<file path="src/rtl/core/mp3sqc_pkg.sv">
package mp3sqc_pkg;

  localparam int SIZE_W    = 40;
  localparam int BYTE_W    = 8;
  localparam int RATE_W    = 9;
  localparam int VERDICT_W = 3;
  localparam int POS_W     = 29;
  localparam int CFG_IDX_W = 2;
  localparam int CFG_DATA_W = SIZE_W;

  localparam int WINDOW_BYTES_DEF = 200;

  // register indexes
  localparam logic [CFG_IDX_W-1:0] CFG_MAX_FILE  = 2'd0;
  localparam logic [CFG_IDX_W-1:0] CFG_MAX_VBR   = 2'd1;
  localparam logic [CFG_IDX_W-1:0] CFG_MIN_RATE  = 2'd2;

  localparam logic [SIZE_W-1:0] MAX_FILE_RST = 40'd52428800;
  localparam logic [SIZE_W-1:0] MAX_VBR_RST  = 40'd31457280;
  localparam logic [RATE_W-1:0] MIN_RATE_RST = 9'd64;

  // item kinds
  localparam logic KIND_START = 1'b0;
  localparam logic KIND_BYTE  = 1'b1;

  // verdict codes
  localparam logic [VERDICT_W-1:0] VERDICT_OK        = 3'd0;
  localparam logic [VERDICT_W-1:0] VERDICT_TOO_LARGE = 3'd1;
  localparam logic [VERDICT_W-1:0] VERDICT_TOO_SHORT = 3'd2;
  localparam logic [VERDICT_W-1:0] VERDICT_BAD_HDR   = 3'd3;
  localparam logic [VERDICT_W-1:0] VERDICT_LOW_RATE  = 3'd4;
  localparam logic [VERDICT_W-1:0] VERDICT_LARGE_VBR = 3'd5;

  // byte patterns
  localparam logic [23:0] ID3_MAGIC  = 24'h494433;
  localparam logic [31:0] XING_MAGIC = 32'h58696E67;
  localparam logic [31:0] INFO_MAGIC = 32'h496E666F;
  localparam logic [31:0] VBRI_MAGIC = 32'h56425249;
  localparam logic [31:0] SYNC_MASK  = 32'hFFE00000;

  // positions and window limits
  localparam int ID3_MAGIC_LAST  = 2;
  localparam int ID3_SIZE_LAST   = 9;
  localparam int ID3_HDR_BYTES   = 10;
  localparam int FRAME_HDR_LAST  = 3;
  localparam int TAG_LAST_OFF    = 3;
  localparam int VBRI_LAST_OFF   = 39;
  localparam int VBR_MIN_WINDOW  = 40;

  localparam logic [RATE_W-1:0] RATE_TABLE [2][3][16] = '{
    '{
      '{9'd0, 9'd32, 9'd64, 9'd96, 9'd128, 9'd160, 9'd192, 9'd224,
        9'd256, 9'd288, 9'd320, 9'd352, 9'd384, 9'd416, 9'd448, 9'd0},
      '{9'd0, 9'd32, 9'd48, 9'd56, 9'd64, 9'd80, 9'd96, 9'd112,
        9'd128, 9'd160, 9'd192, 9'd224, 9'd256, 9'd320, 9'd384, 9'd0},
      '{9'd0, 9'd32, 9'd40, 9'd48, 9'd56, 9'd64, 9'd80, 9'd96,
        9'd112, 9'd128, 9'd160, 9'd192, 9'd224, 9'd256, 9'd320, 9'd0}
    },
    '{
      '{9'd0, 9'd32, 9'd48, 9'd56, 9'd64, 9'd80, 9'd96, 9'd112,
        9'd128, 9'd144, 9'd160, 9'd176, 9'd192, 9'd224, 9'd256, 9'd0},
      '{9'd0, 9'd8, 9'd16, 9'd24, 9'd32, 9'd40, 9'd48, 9'd56,
        9'd64, 9'd80, 9'd96, 9'd112, 9'd128, 9'd144, 9'd160, 9'd0},
      '{9'd0, 9'd8, 9'd16, 9'd24, 9'd32, 9'd40, 9'd48, 9'd56,
        9'd64, 9'd80, 9'd96, 9'd112, 9'd128, 9'd144, 9'd160, 9'd0}
    }
  };

  typedef struct packed {
    logic              kind;
    logic [SIZE_W-1:0] file_bytes_total;
    logic [BYTE_W-1:0] data_byte;
    logic              last_byte;
  } in_item_t;

  typedef struct packed {
    logic              ok;
    logic [RATE_W-1:0] rate;
  } hdr_info_t;

endpackage

</file>
<file path="src/rtl/core/mp3sqc_if.sv">
interface mp3sqc_in_if;
  logic                              valid;
  logic                              ready;
  logic                              kind;
  logic [mp3sqc_pkg::SIZE_W-1:0]     file_bytes_total;
  logic [mp3sqc_pkg::BYTE_W-1:0]     data_byte;
  logic                              last_byte;

  modport source (output valid, kind, file_bytes_total, data_byte, last_byte, input ready);
  modport sink   (input valid, kind, file_bytes_total, data_byte, last_byte, output ready);
endinterface

interface mp3sqc_out_if;
  logic                              valid;
  logic                              ready;
  logic [mp3sqc_pkg::VERDICT_W-1:0]  verdict;
  logic [mp3sqc_pkg::RATE_W-1:0]     bitrate_kbps;
  logic                              is_vbr;

  modport source (output valid, verdict, bitrate_kbps, is_vbr, input ready);
  modport sink   (input valid, verdict, bitrate_kbps, is_vbr, output ready);
endinterface

</file>
<file path="src/rtl/core/mp3sqc_hdr_dec.sv">
module mp3sqc_hdr_dec (
  input  logic [31:0]           hdr,
  output mp3sqc_pkg::hdr_info_t info
);

  logic [1:0] ver;
  logic [1:0] layer;
  logic [3:0] idx;
  logic [1:0] srate;
  logic [1:0] row;
  logic       tbl;

  assign ver   = hdr[20:19];
  assign layer = hdr[18:17];
  assign idx   = hdr[15:12];
  assign srate = hdr[11:10];
  assign tbl   = (ver != 2'd3);
  assign row   = 2'd3 - layer;

  always_comb begin
    info.ok = ((hdr & mp3sqc_pkg::SYNC_MASK) == mp3sqc_pkg::SYNC_MASK) &&
              (ver != 2'd1) && (layer != 2'd0) && (idx != 4'hF) && (srate != 2'd3);
    if (layer == 2'd0) begin
      info.rate = '0;
    end else begin
      info.rate = mp3sqc_pkg::RATE_TABLE[tbl][row][idx];
    end
  end

endmodule

</file>
<file path="src/rtl/core/mp3_stream_quick_check_top.sv">
// Each item is captured in the input register; a result it causes is then registered.
// Throughput: one item per cycle while results are taken; an input register and a
// result register each hold one item, and the parse state advances once per item.
// Reset (rst, synchronous, active high): both registers empty, parser idle,
// configuration registers back to their defaults.
module mp3_stream_quick_check_top #(
  parameter int WINDOW_BYTES = mp3sqc_pkg::WINDOW_BYTES_DEF
) (
  input  logic                                clk,
  input  logic                                rst,
  input  logic                                cfg_wr_en,
  input  logic [mp3sqc_pkg::CFG_IDX_W-1:0]    cfg_index,
  input  logic [mp3sqc_pkg::CFG_DATA_W-1:0]   cfg_data,
  mp3sqc_in_if.sink                           file_stream,
  mp3sqc_out_if.source                        verdict_stream
);

  localparam int CountW = $clog2(WINDOW_BYTES + 1);
  localparam int SizeW  = mp3sqc_pkg::SIZE_W;
  localparam int PosW   = mp3sqc_pkg::POS_W;
  localparam int RateW  = mp3sqc_pkg::RATE_W;

  typedef enum logic [2:0] {
    PH_IDLE, PH_PREFIX, PH_ID3, PH_HEADER, PH_WINDOW, PH_DONE
  } phase_t;

  // configuration
  logic [SizeW-1:0] max_file_bytes;
  logic [SizeW-1:0] max_vbr_file_bytes;
  logic [RateW-1:0] min_bitrate_kbps;

  // input register
  logic                 s1_valid;
  mp3sqc_pkg::in_item_t s1;
  logic                 adv;
  logic                 fire;

  // parse state
  phase_t            phase, phase_next;
  logic [PosW-1:0]   byte_position, pos_next;
  logic [PosW-1:0]   hdr_pos, hdr_pos_next;
  logic [31:0]       shift_bytes, shift_next;
  logic [SizeW-1:0]  saved_size, size_next;
  logic [CountW-1:0] window_count, wc_next;
  logic              tag_seen, tag_next;
  logic [RateW-1:0]  found_bitrate, fbr_next;

  // result register
  logic                                out_valid;
  logic [mp3sqc_pkg::VERDICT_W-1:0]    out_verdict;
  logic [RateW-1:0]                    out_rate;
  logic                                out_vbr;

  logic                                emit;
  logic [mp3sqc_pkg::VERDICT_W-1:0]    verdict_c;
  logic [RateW-1:0]                    rate_c;
  logic                                vbr_c;
  logic                                finish;
  logic                                short_chk;
  logic                                vbr_found;
  logic [27:0]                         synch_size;

  mp3sqc_pkg::hdr_info_t hdr;

  assign adv  = !out_valid || verdict_stream.ready;
  assign fire = s1_valid && adv;
  assign file_stream.ready = !s1_valid || adv;

  assign synch_size = {shift_next[30:24], shift_next[22:16], shift_next[14:8], shift_next[6:0]};

  mp3sqc_hdr_dec u_hdr_dec (
    .hdr  (shift_next),
    .info (hdr)
  );

  always_comb begin
    phase_next   = phase;
    pos_next     = byte_position;
    hdr_pos_next = hdr_pos;
    shift_next   = shift_bytes;
    size_next    = saved_size;
    wc_next      = window_count;
    tag_next     = tag_seen;
    fbr_next     = found_bitrate;
    emit         = 1'b0;
    verdict_c    = mp3sqc_pkg::VERDICT_OK;
    rate_c       = '0;
    vbr_c        = 1'b0;
    finish       = 1'b0;
    short_chk    = 1'b0;
    vbr_found    = 1'b0;
    if (fire) begin
      if (s1.kind == mp3sqc_pkg::KIND_START) begin
        size_next    = s1.file_bytes_total;
        pos_next     = '0;
        hdr_pos_next = '0;
        shift_next   = '0;
        wc_next      = '0;
        tag_next     = 1'b0;
        fbr_next     = '0;
        phase_next   = PH_PREFIX;
        if (s1.file_bytes_total > max_file_bytes) begin
          emit      = 1'b1;
          verdict_c = mp3sqc_pkg::VERDICT_TOO_LARGE;
        end
      end else if (phase inside {PH_PREFIX, PH_ID3, PH_HEADER, PH_WINDOW}) begin
        shift_next = {shift_bytes[23:0], s1.data_byte};
        if (!(&byte_position)) begin
          pos_next = byte_position + PosW'(1);
        end
        short_chk = 1'b1;
        case (phase)
          PH_PREFIX: begin
            if (byte_position >= PosW'(mp3sqc_pkg::ID3_MAGIC_LAST)) begin
              if (shift_next[23:0] == mp3sqc_pkg::ID3_MAGIC) begin
                phase_next = PH_ID3;
              end else begin
                hdr_pos_next = PosW'(mp3sqc_pkg::FRAME_HDR_LAST);
                phase_next   = PH_HEADER;
              end
            end
          end
          PH_ID3: begin
            if (byte_position >= PosW'(mp3sqc_pkg::ID3_SIZE_LAST)) begin
              hdr_pos_next = PosW'(synch_size) +
                             PosW'(mp3sqc_pkg::ID3_HDR_BYTES + mp3sqc_pkg::FRAME_HDR_LAST);
              phase_next   = PH_HEADER;
            end
          end
          PH_HEADER: begin
            if (byte_position == hdr_pos) begin
              short_chk = 1'b0;
              if (!hdr.ok) begin
                emit      = 1'b1;
                verdict_c = mp3sqc_pkg::VERDICT_BAD_HDR;
              end else begin
                fbr_next = hdr.rate;
                if (hdr.rate != '0 && hdr.rate < min_bitrate_kbps) begin
                  emit      = 1'b1;
                  verdict_c = mp3sqc_pkg::VERDICT_LOW_RATE;
                  rate_c    = hdr.rate;
                end else begin
                  phase_next = PH_WINDOW;
                  finish     = s1.last_byte;
                end
              end
            end
          end
          PH_WINDOW: begin
            short_chk = 1'b0;
            if (window_count >= CountW'(mp3sqc_pkg::TAG_LAST_OFF) &&
                (shift_next == mp3sqc_pkg::XING_MAGIC ||
                 shift_next == mp3sqc_pkg::INFO_MAGIC)) begin
              tag_next = 1'b1;
            end
            if (window_count == CountW'(mp3sqc_pkg::VBRI_LAST_OFF) &&
                shift_next == mp3sqc_pkg::VBRI_MAGIC) begin
              tag_next = 1'b1;
            end
            wc_next = window_count + CountW'(1);
            finish  = s1.last_byte || (wc_next >= CountW'(WINDOW_BYTES));
          end
          default: begin
            short_chk = 1'b0;
          end
        endcase
        if (short_chk && s1.last_byte) begin
          emit      = 1'b1;
          verdict_c = mp3sqc_pkg::VERDICT_TOO_SHORT;
        end
        if (finish) begin
          vbr_found = tag_next && (wc_next >= CountW'(mp3sqc_pkg::VBR_MIN_WINDOW));
          emit      = 1'b1;
          rate_c    = fbr_next;
          vbr_c     = vbr_found;
          if (vbr_found && saved_size > max_vbr_file_bytes) begin
            verdict_c = mp3sqc_pkg::VERDICT_LARGE_VBR;
          end
        end
      end
    end
    if (emit) begin
      phase_next = PH_DONE;
    end
  end

  always_ff @(posedge clk) begin
    if (rst) begin
      max_file_bytes     <= mp3sqc_pkg::MAX_FILE_RST;
      max_vbr_file_bytes <= mp3sqc_pkg::MAX_VBR_RST;
      min_bitrate_kbps   <= mp3sqc_pkg::MIN_RATE_RST;
      s1_valid           <= 1'b0;
      out_valid          <= 1'b0;
      phase              <= PH_IDLE;
      byte_position      <= '0;
      hdr_pos            <= '0;
      shift_bytes        <= '0;
      saved_size         <= '0;
      window_count       <= '0;
      tag_seen           <= 1'b0;
      found_bitrate      <= '0;
    end else begin
      if (cfg_wr_en) begin
        case (cfg_index)
          mp3sqc_pkg::CFG_MAX_FILE: max_file_bytes     <= cfg_data;
          mp3sqc_pkg::CFG_MAX_VBR:  max_vbr_file_bytes <= cfg_data;
          mp3sqc_pkg::CFG_MIN_RATE: min_bitrate_kbps   <= cfg_data[RateW-1:0];
          default: ;
        endcase
      end
      if (file_stream.ready) begin
        s1_valid <= file_stream.valid;
      end
      if (adv) begin
        out_valid <= fire && emit;
      end
      phase         <= phase_next;
      byte_position <= pos_next;
      hdr_pos       <= hdr_pos_next;
      shift_bytes   <= shift_next;
      saved_size    <= size_next;
      window_count  <= wc_next;
      tag_seen      <= tag_next;
      found_bitrate <= fbr_next;
    end
    if (file_stream.valid && file_stream.ready) begin
      s1.kind             <= file_stream.kind;
      s1.file_bytes_total <= file_stream.file_bytes_total;
      s1.data_byte        <= file_stream.data_byte;
      s1.last_byte        <= file_stream.last_byte;
    end
    if (fire && emit) begin
      out_verdict <= verdict_c;
      out_rate    <= rate_c;
      out_vbr     <= vbr_c;
    end
  end

  assign verdict_stream.valid        = out_valid;
  assign verdict_stream.verdict      = out_verdict;
  assign verdict_stream.bitrate_kbps = out_rate;
  assign verdict_stream.is_vbr       = out_vbr;

endmodule

</file>
<file path="src/flat_wrapper.sv">
// flat-port wrapper written by rule: the top's interface ports become plain ports
module mp3_stream_quick_check_top_flat 
#(
  parameter int WINDOW_BYTES = mp3sqc_pkg::WINDOW_BYTES_DEF
)
  (clk, rst, cfg_wr_en, cfg_index, cfg_data, file_stream_valid, file_stream_kind, file_stream_file_bytes_total, file_stream_data_byte, file_stream_last_byte, file_stream_ready, verdict_stream_valid, verdict_stream_verdict, verdict_stream_bitrate_kbps, verdict_stream_is_vbr, verdict_stream_ready);
  mp3sqc_in_if file_stream_i ();
  mp3sqc_out_if verdict_stream_i ();
  input  logic clk;
  input  logic rst;
  input  logic cfg_wr_en;
  input  logic [mp3sqc_pkg::CFG_IDX_W-1:0] cfg_index;
  input  logic [mp3sqc_pkg::CFG_DATA_W-1:0] cfg_data;
  input wire logic [$bits(file_stream_i.valid)-1:0] file_stream_valid;
  input wire logic [$bits(file_stream_i.kind)-1:0] file_stream_kind;
  input wire logic [$bits(file_stream_i.file_bytes_total)-1:0] file_stream_file_bytes_total;
  input wire logic [$bits(file_stream_i.data_byte)-1:0] file_stream_data_byte;
  input wire logic [$bits(file_stream_i.last_byte)-1:0] file_stream_last_byte;
  output wire logic [$bits(file_stream_i.ready)-1:0] file_stream_ready;
  output wire logic [$bits(verdict_stream_i.valid)-1:0] verdict_stream_valid;
  output wire logic [$bits(verdict_stream_i.verdict)-1:0] verdict_stream_verdict;
  output wire logic [$bits(verdict_stream_i.bitrate_kbps)-1:0] verdict_stream_bitrate_kbps;
  output wire logic [$bits(verdict_stream_i.is_vbr)-1:0] verdict_stream_is_vbr;
  input wire logic [$bits(verdict_stream_i.ready)-1:0] verdict_stream_ready;
  assign file_stream_i.valid = file_stream_valid;
  assign file_stream_i.kind = file_stream_kind;
  assign file_stream_i.file_bytes_total = file_stream_file_bytes_total;
  assign file_stream_i.data_byte = file_stream_data_byte;
  assign file_stream_i.last_byte = file_stream_last_byte;
  assign file_stream_ready = file_stream_i.ready;
  assign verdict_stream_valid = verdict_stream_i.valid;
  assign verdict_stream_verdict = verdict_stream_i.verdict;
  assign verdict_stream_bitrate_kbps = verdict_stream_i.bitrate_kbps;
  assign verdict_stream_is_vbr = verdict_stream_i.is_vbr;
  assign verdict_stream_i.ready = verdict_stream_ready;
  mp3_stream_quick_check_top #(.WINDOW_BYTES(WINDOW_BYTES)) u_core (.clk(clk), .rst(rst), .cfg_wr_en(cfg_wr_en), .cfg_index(cfg_index), .cfg_data(cfg_data), .file_stream(file_stream_i), .verdict_stream(verdict_stream_i));
endmodule
</file>
<file path="config.mk">
export PLATFORM = sky130hd
export DESIGN_NAME = mp3_stream_quick_check_top_flat
export DESIGN_NICKNAME = d
export VERILOG_FILES = /design/src/rtl/core/mp3sqc_pkg.sv /design/src/rtl/core/mp3sqc_if.sv /design/src/rtl/core/mp3sqc_hdr_dec.sv /design/src/rtl/core/mp3_stream_quick_check_top.sv /design/src/flat_wrapper.sv
export SDC_FILE = /design/constraint.sdc
export NUM_CORES = 1
export LEC_CHECK = 0
export ABC_AREA = 1
export BUFFER_PORTS_ARGS = -buffer_cell sky130_fd_sc_hd__clkbuf_2
export CAP_MARGIN = 20
export CELL_PAD_IN_SITES_DETAIL_PLACEMENT = 1
export CELL_PAD_IN_SITES_GLOBAL_PLACEMENT = 1
export CORE_MARGIN = 2
export CORE_UTILIZATION = 41
export DETAILED_ROUTE_END_ITERATION = 8
export MAX_ROUTING_LAYER = met4
export PLACE_DENSITY = 0.79
export SETUP_SLACK_MARGIN = 0.05
export SLEW_MARGIN = 20
export SYNTH_ARGS = -nofsm -noshare
export SYNTH_HDL_FRONTEND = slang
export SYNTH_SLANG_ARGS = --single-unit
</file>
<file path="constraint.sdc">
create_clock -name clk -period 4.35 [get_ports clk]
set_clock_uncertainty 0.05 [all_clocks]
set_input_delay 0.435 -clock clk [delete_from_list [all_inputs] [get_ports clk]]
set_output_delay 0.435 -clock clk [all_outputs]
set_load 0.01 [all_outputs]
</file>
==> summary.md <==
| Metric | Value |
|---|---|
| Max Fanout on Critical Path | 9 |
| All-Layer GR Usage | 26.1% |
| Final Hold Fails | 0 |
| Maximum root-to-sink buffer count | 3 |
| Netlist cell types | 66 |
| Crit path kind | reg -> reg |
| Post-synth ARST share | 0% |
| Worst ir drop on vdd | 0.000288 V |
| Detailed Route WL | 51400 um |
| Crit share post-route | 96.4% |
| Final Wtd Congestion | 0.899 |
| YS warnings | 0 |
| # DRC | 0 |
| First-pass GRT wire length | 82000 um |
| DRT iter0 DRCs | 665 |
| Slowest CP cell | dfxtp_4 |
| Final nets | 2425 |
| Pleak | 7.77 nW |
| Initial antenna violation count | 1 |
| Final setup TNS | 0 ps |
| Slew of the pin with the lowest slew margin | 1030 ps |
| Most frequent cells after synthesis | 347 x nand2_1, 263 x inv_1, 242 x dfxtp_1 |
| Grt total ovfl | 0 |
| Slowest cell delay on critical path | 410 ps |
| CP startpoint kind | flip-flop |
| Detail Placement HPWL | 37100 um |
| Avg WL per Cell | 18.5 um |
| Initial Util | 41.3% |
| Max_cap viols | 0 |
| Area share of the largest cell type after synthesis | 30.6% |
| Vias/cell | 5.34 |
| Fmax | 238 MHz |
| Top FF cell, synth | dfxtp_1 |
| Rows | 72 |
| Clk slew on worst S/H paths | 60 ps |
| Most common cell in the synthesized netlist | nand2_1 |
| Share of cells above drive strength 1 | 16.2% |
| Detail Route Antenna Nets | 0 |
| Width of the die | 201 um |
| CP top delay family | simple AND/OR/NAND/NOR gates |
| Htree depth | 2 |
| Power per cell area | 351 nW/um^2 |
| Post-layout min period | 4190 ps |
| Mapped cell area | 15900 sq um |
| Final Setup Violations | 0 |
| Clock root buffer master | clkbuf_16 |
| DIE AREA | 40200 sq um |
| Rel. slew slack | 31.3% |
| Mapped Nets | 2225 |
| Worst hold-check path type | in -> reg |
| Buf+Inv Stages, Crit Path | 6 |
| Pre-CTS setup slack | -143 ps |
| Core Area | 38400 sq um |
| Critical Path RT | 4590 ps |
| Area contributors post-synth | dfxtp_1 31%, edfxtp_1 12%, nand2_1 8.2% |
| Sequential share of the synthesized area | 42.5% |
| Crit-path most repeated cell | nand2_1 |
| Clk sinks | 305 |
| Synth area leader | dfxtp_1 |
| Setup WS post-layout | 157 ps |
| Post-synth EDFFs | 63 |
| Top Ports | 112 |
| Mapped Cells | 2030 |
| Arr. time, crit path | 4430 ps |
| Chip Height | 201 um |
| Layout area overhead | 21.4% |
| Router iterations before antenna repair | 5 |
| Largest net degree at the start of global routing | 95 |
| #FFs+latches synth | 305 |
| Synth Area per Inst | 7.81 sq um |
| Max-slew violation count | 0 |
| Port Buffers | 111 |
| Crit. End Element | flip-flop |
| Vias in the first global route | 15600 |
| CTS tree | built |
| Clk_lat worst skew | 570 ps |
| Num CTS Buffers | 36 |
| Status | complete, no violations |
| RSZ-0062 raised after global routing | true |
| Via count | 14800 |
-- placed cells by master, fill, tap and decap left out, types with 17 or more instances in the layout --
cell	netlist	final
nand2_1	347	333
inv_1	263	254
dfxtp_1	242	239
a21oi_1	233	233
o21ai_0	153	152
nor2_1	148	146
clkbuf_2	1	110
ha_1	98	95
nand3_1	102	91
buf_4	4	79
edfxtp_1	63	63
nor3_1	47	47
nand4_1	45	45
dlygate4sd3_1	0	42
clkbuf_16	0	38
nand2_2	15	20
xor2_1	19	19
nor4_1	17	17
-- layer usage --
layer  up-vias  part of all wire (%)  GRT usage, %
met5         -                     0             -
met4         0                   3.2          9.55
met3        87                   3.8          3.91
met2       275                    50          45.0
met1      7200                    43          30.8
li1       7236                     -             -
-- per-stage QoR --
step	instance area (sq um)	hold slack (ps)	cells	total power, W	utilization, %
global placement	17400	389	2651	0.00377	45.4
CTS	19000	2.42	2755	0.00677	49.4
global route	19200	4.18	2773	0.00704	50.2
detailed placement	17400	389	2651	0.00381	45.4
floorplan	16000	375	2030	0.00354	-
finish	19200	19.3	2773	0.00676	50.2
-- logic make-up (layout without fill, tap and decap cells) --
logic type | count (synthesis) | after routing | synth area share, %
DFF | 305 | 305 | 42.5
and+or+nand+nor | 767 | 767 | 22.2
buffers and inverters | 354 | 578 | 8.79
AOI/OAI and AO/OA | 475 | 475 | 17.1
other | 0 | 1 | 0
xor gates and xnor gates | 31 | 31 | 1.71
adders and majority gates | 98 | 98 | 7.74
-- area by class of cell --
class | count | area (sq um)
fillers | 4739 | 19100
multi-input cells | 1371 | 7990
flip-flops and latches | 305 | 6750
repair buffers | 237 | 1660
inverters | 279 | 1070
clock buffers | 51 | 1020
well taps | 518 | 648
clock inverters | 11 | 111
diodes | 1 | 2.50
-- flip-flops by register name, indices dropped and copies added (netlist names) --
register	flops
u_core.s1	50
u_core.max_file_bytes	40
u_core.max_vbr_file_bytes	40
u_core.saved_size	40
u_core.shift_bytes	32
u_core.byte_position	29
u_core.hdr_pos	29
u_core.found_bitrate	9
u_core.min_bitrate_kbps	9
u_core.verdict_stream.bitrate_kbps	9
u_core.window_count	8
u_core.phase	3
u_core.verdict_stream.verdict	3
u_core.s1_valid	1
u_core.tag_seen	1
u_core.verdict_stream.is_vbr	1
u_core.verdict_stream.valid	1
-- report_power, final --
part	leakage [nW]	internal (W)	switching [W]
clock network	0.542	0.00170	0.00123
logic	4.66	0.000288	0.000497
registers	2.57	0.00299	0.0000563
-- final timing paths --
kind                                               start                                to  slack (ps)  depth (start not counted)
worst max-delay path                     u_core.phase[1]  u_core.verdict_stream.verdict[0]         160                         31
worst min-delay path            file_stream_data_byte[5]                      u_core.s1[6]          20                          1
worst max register to register           u_core.phase[1]  u_core.verdict_stream.verdict[0]         160                         31
worst min register to register   u_core.found_bitrate[1]           u_core.found_bitrate[1]         400                          2
-- what timing repair did --
item / in CTS / in global routing
hold buffers: 41 / 1
endpoints found under the setup margin: 15 / 28
resized for setup: 3 / 35
endpoints found under the hold margin: 41 / 1
gates cloned: 0 / 1
setup buffers: 1 / 15
pin swaps: 2 / 23
(Power assumes the default switching activity.)
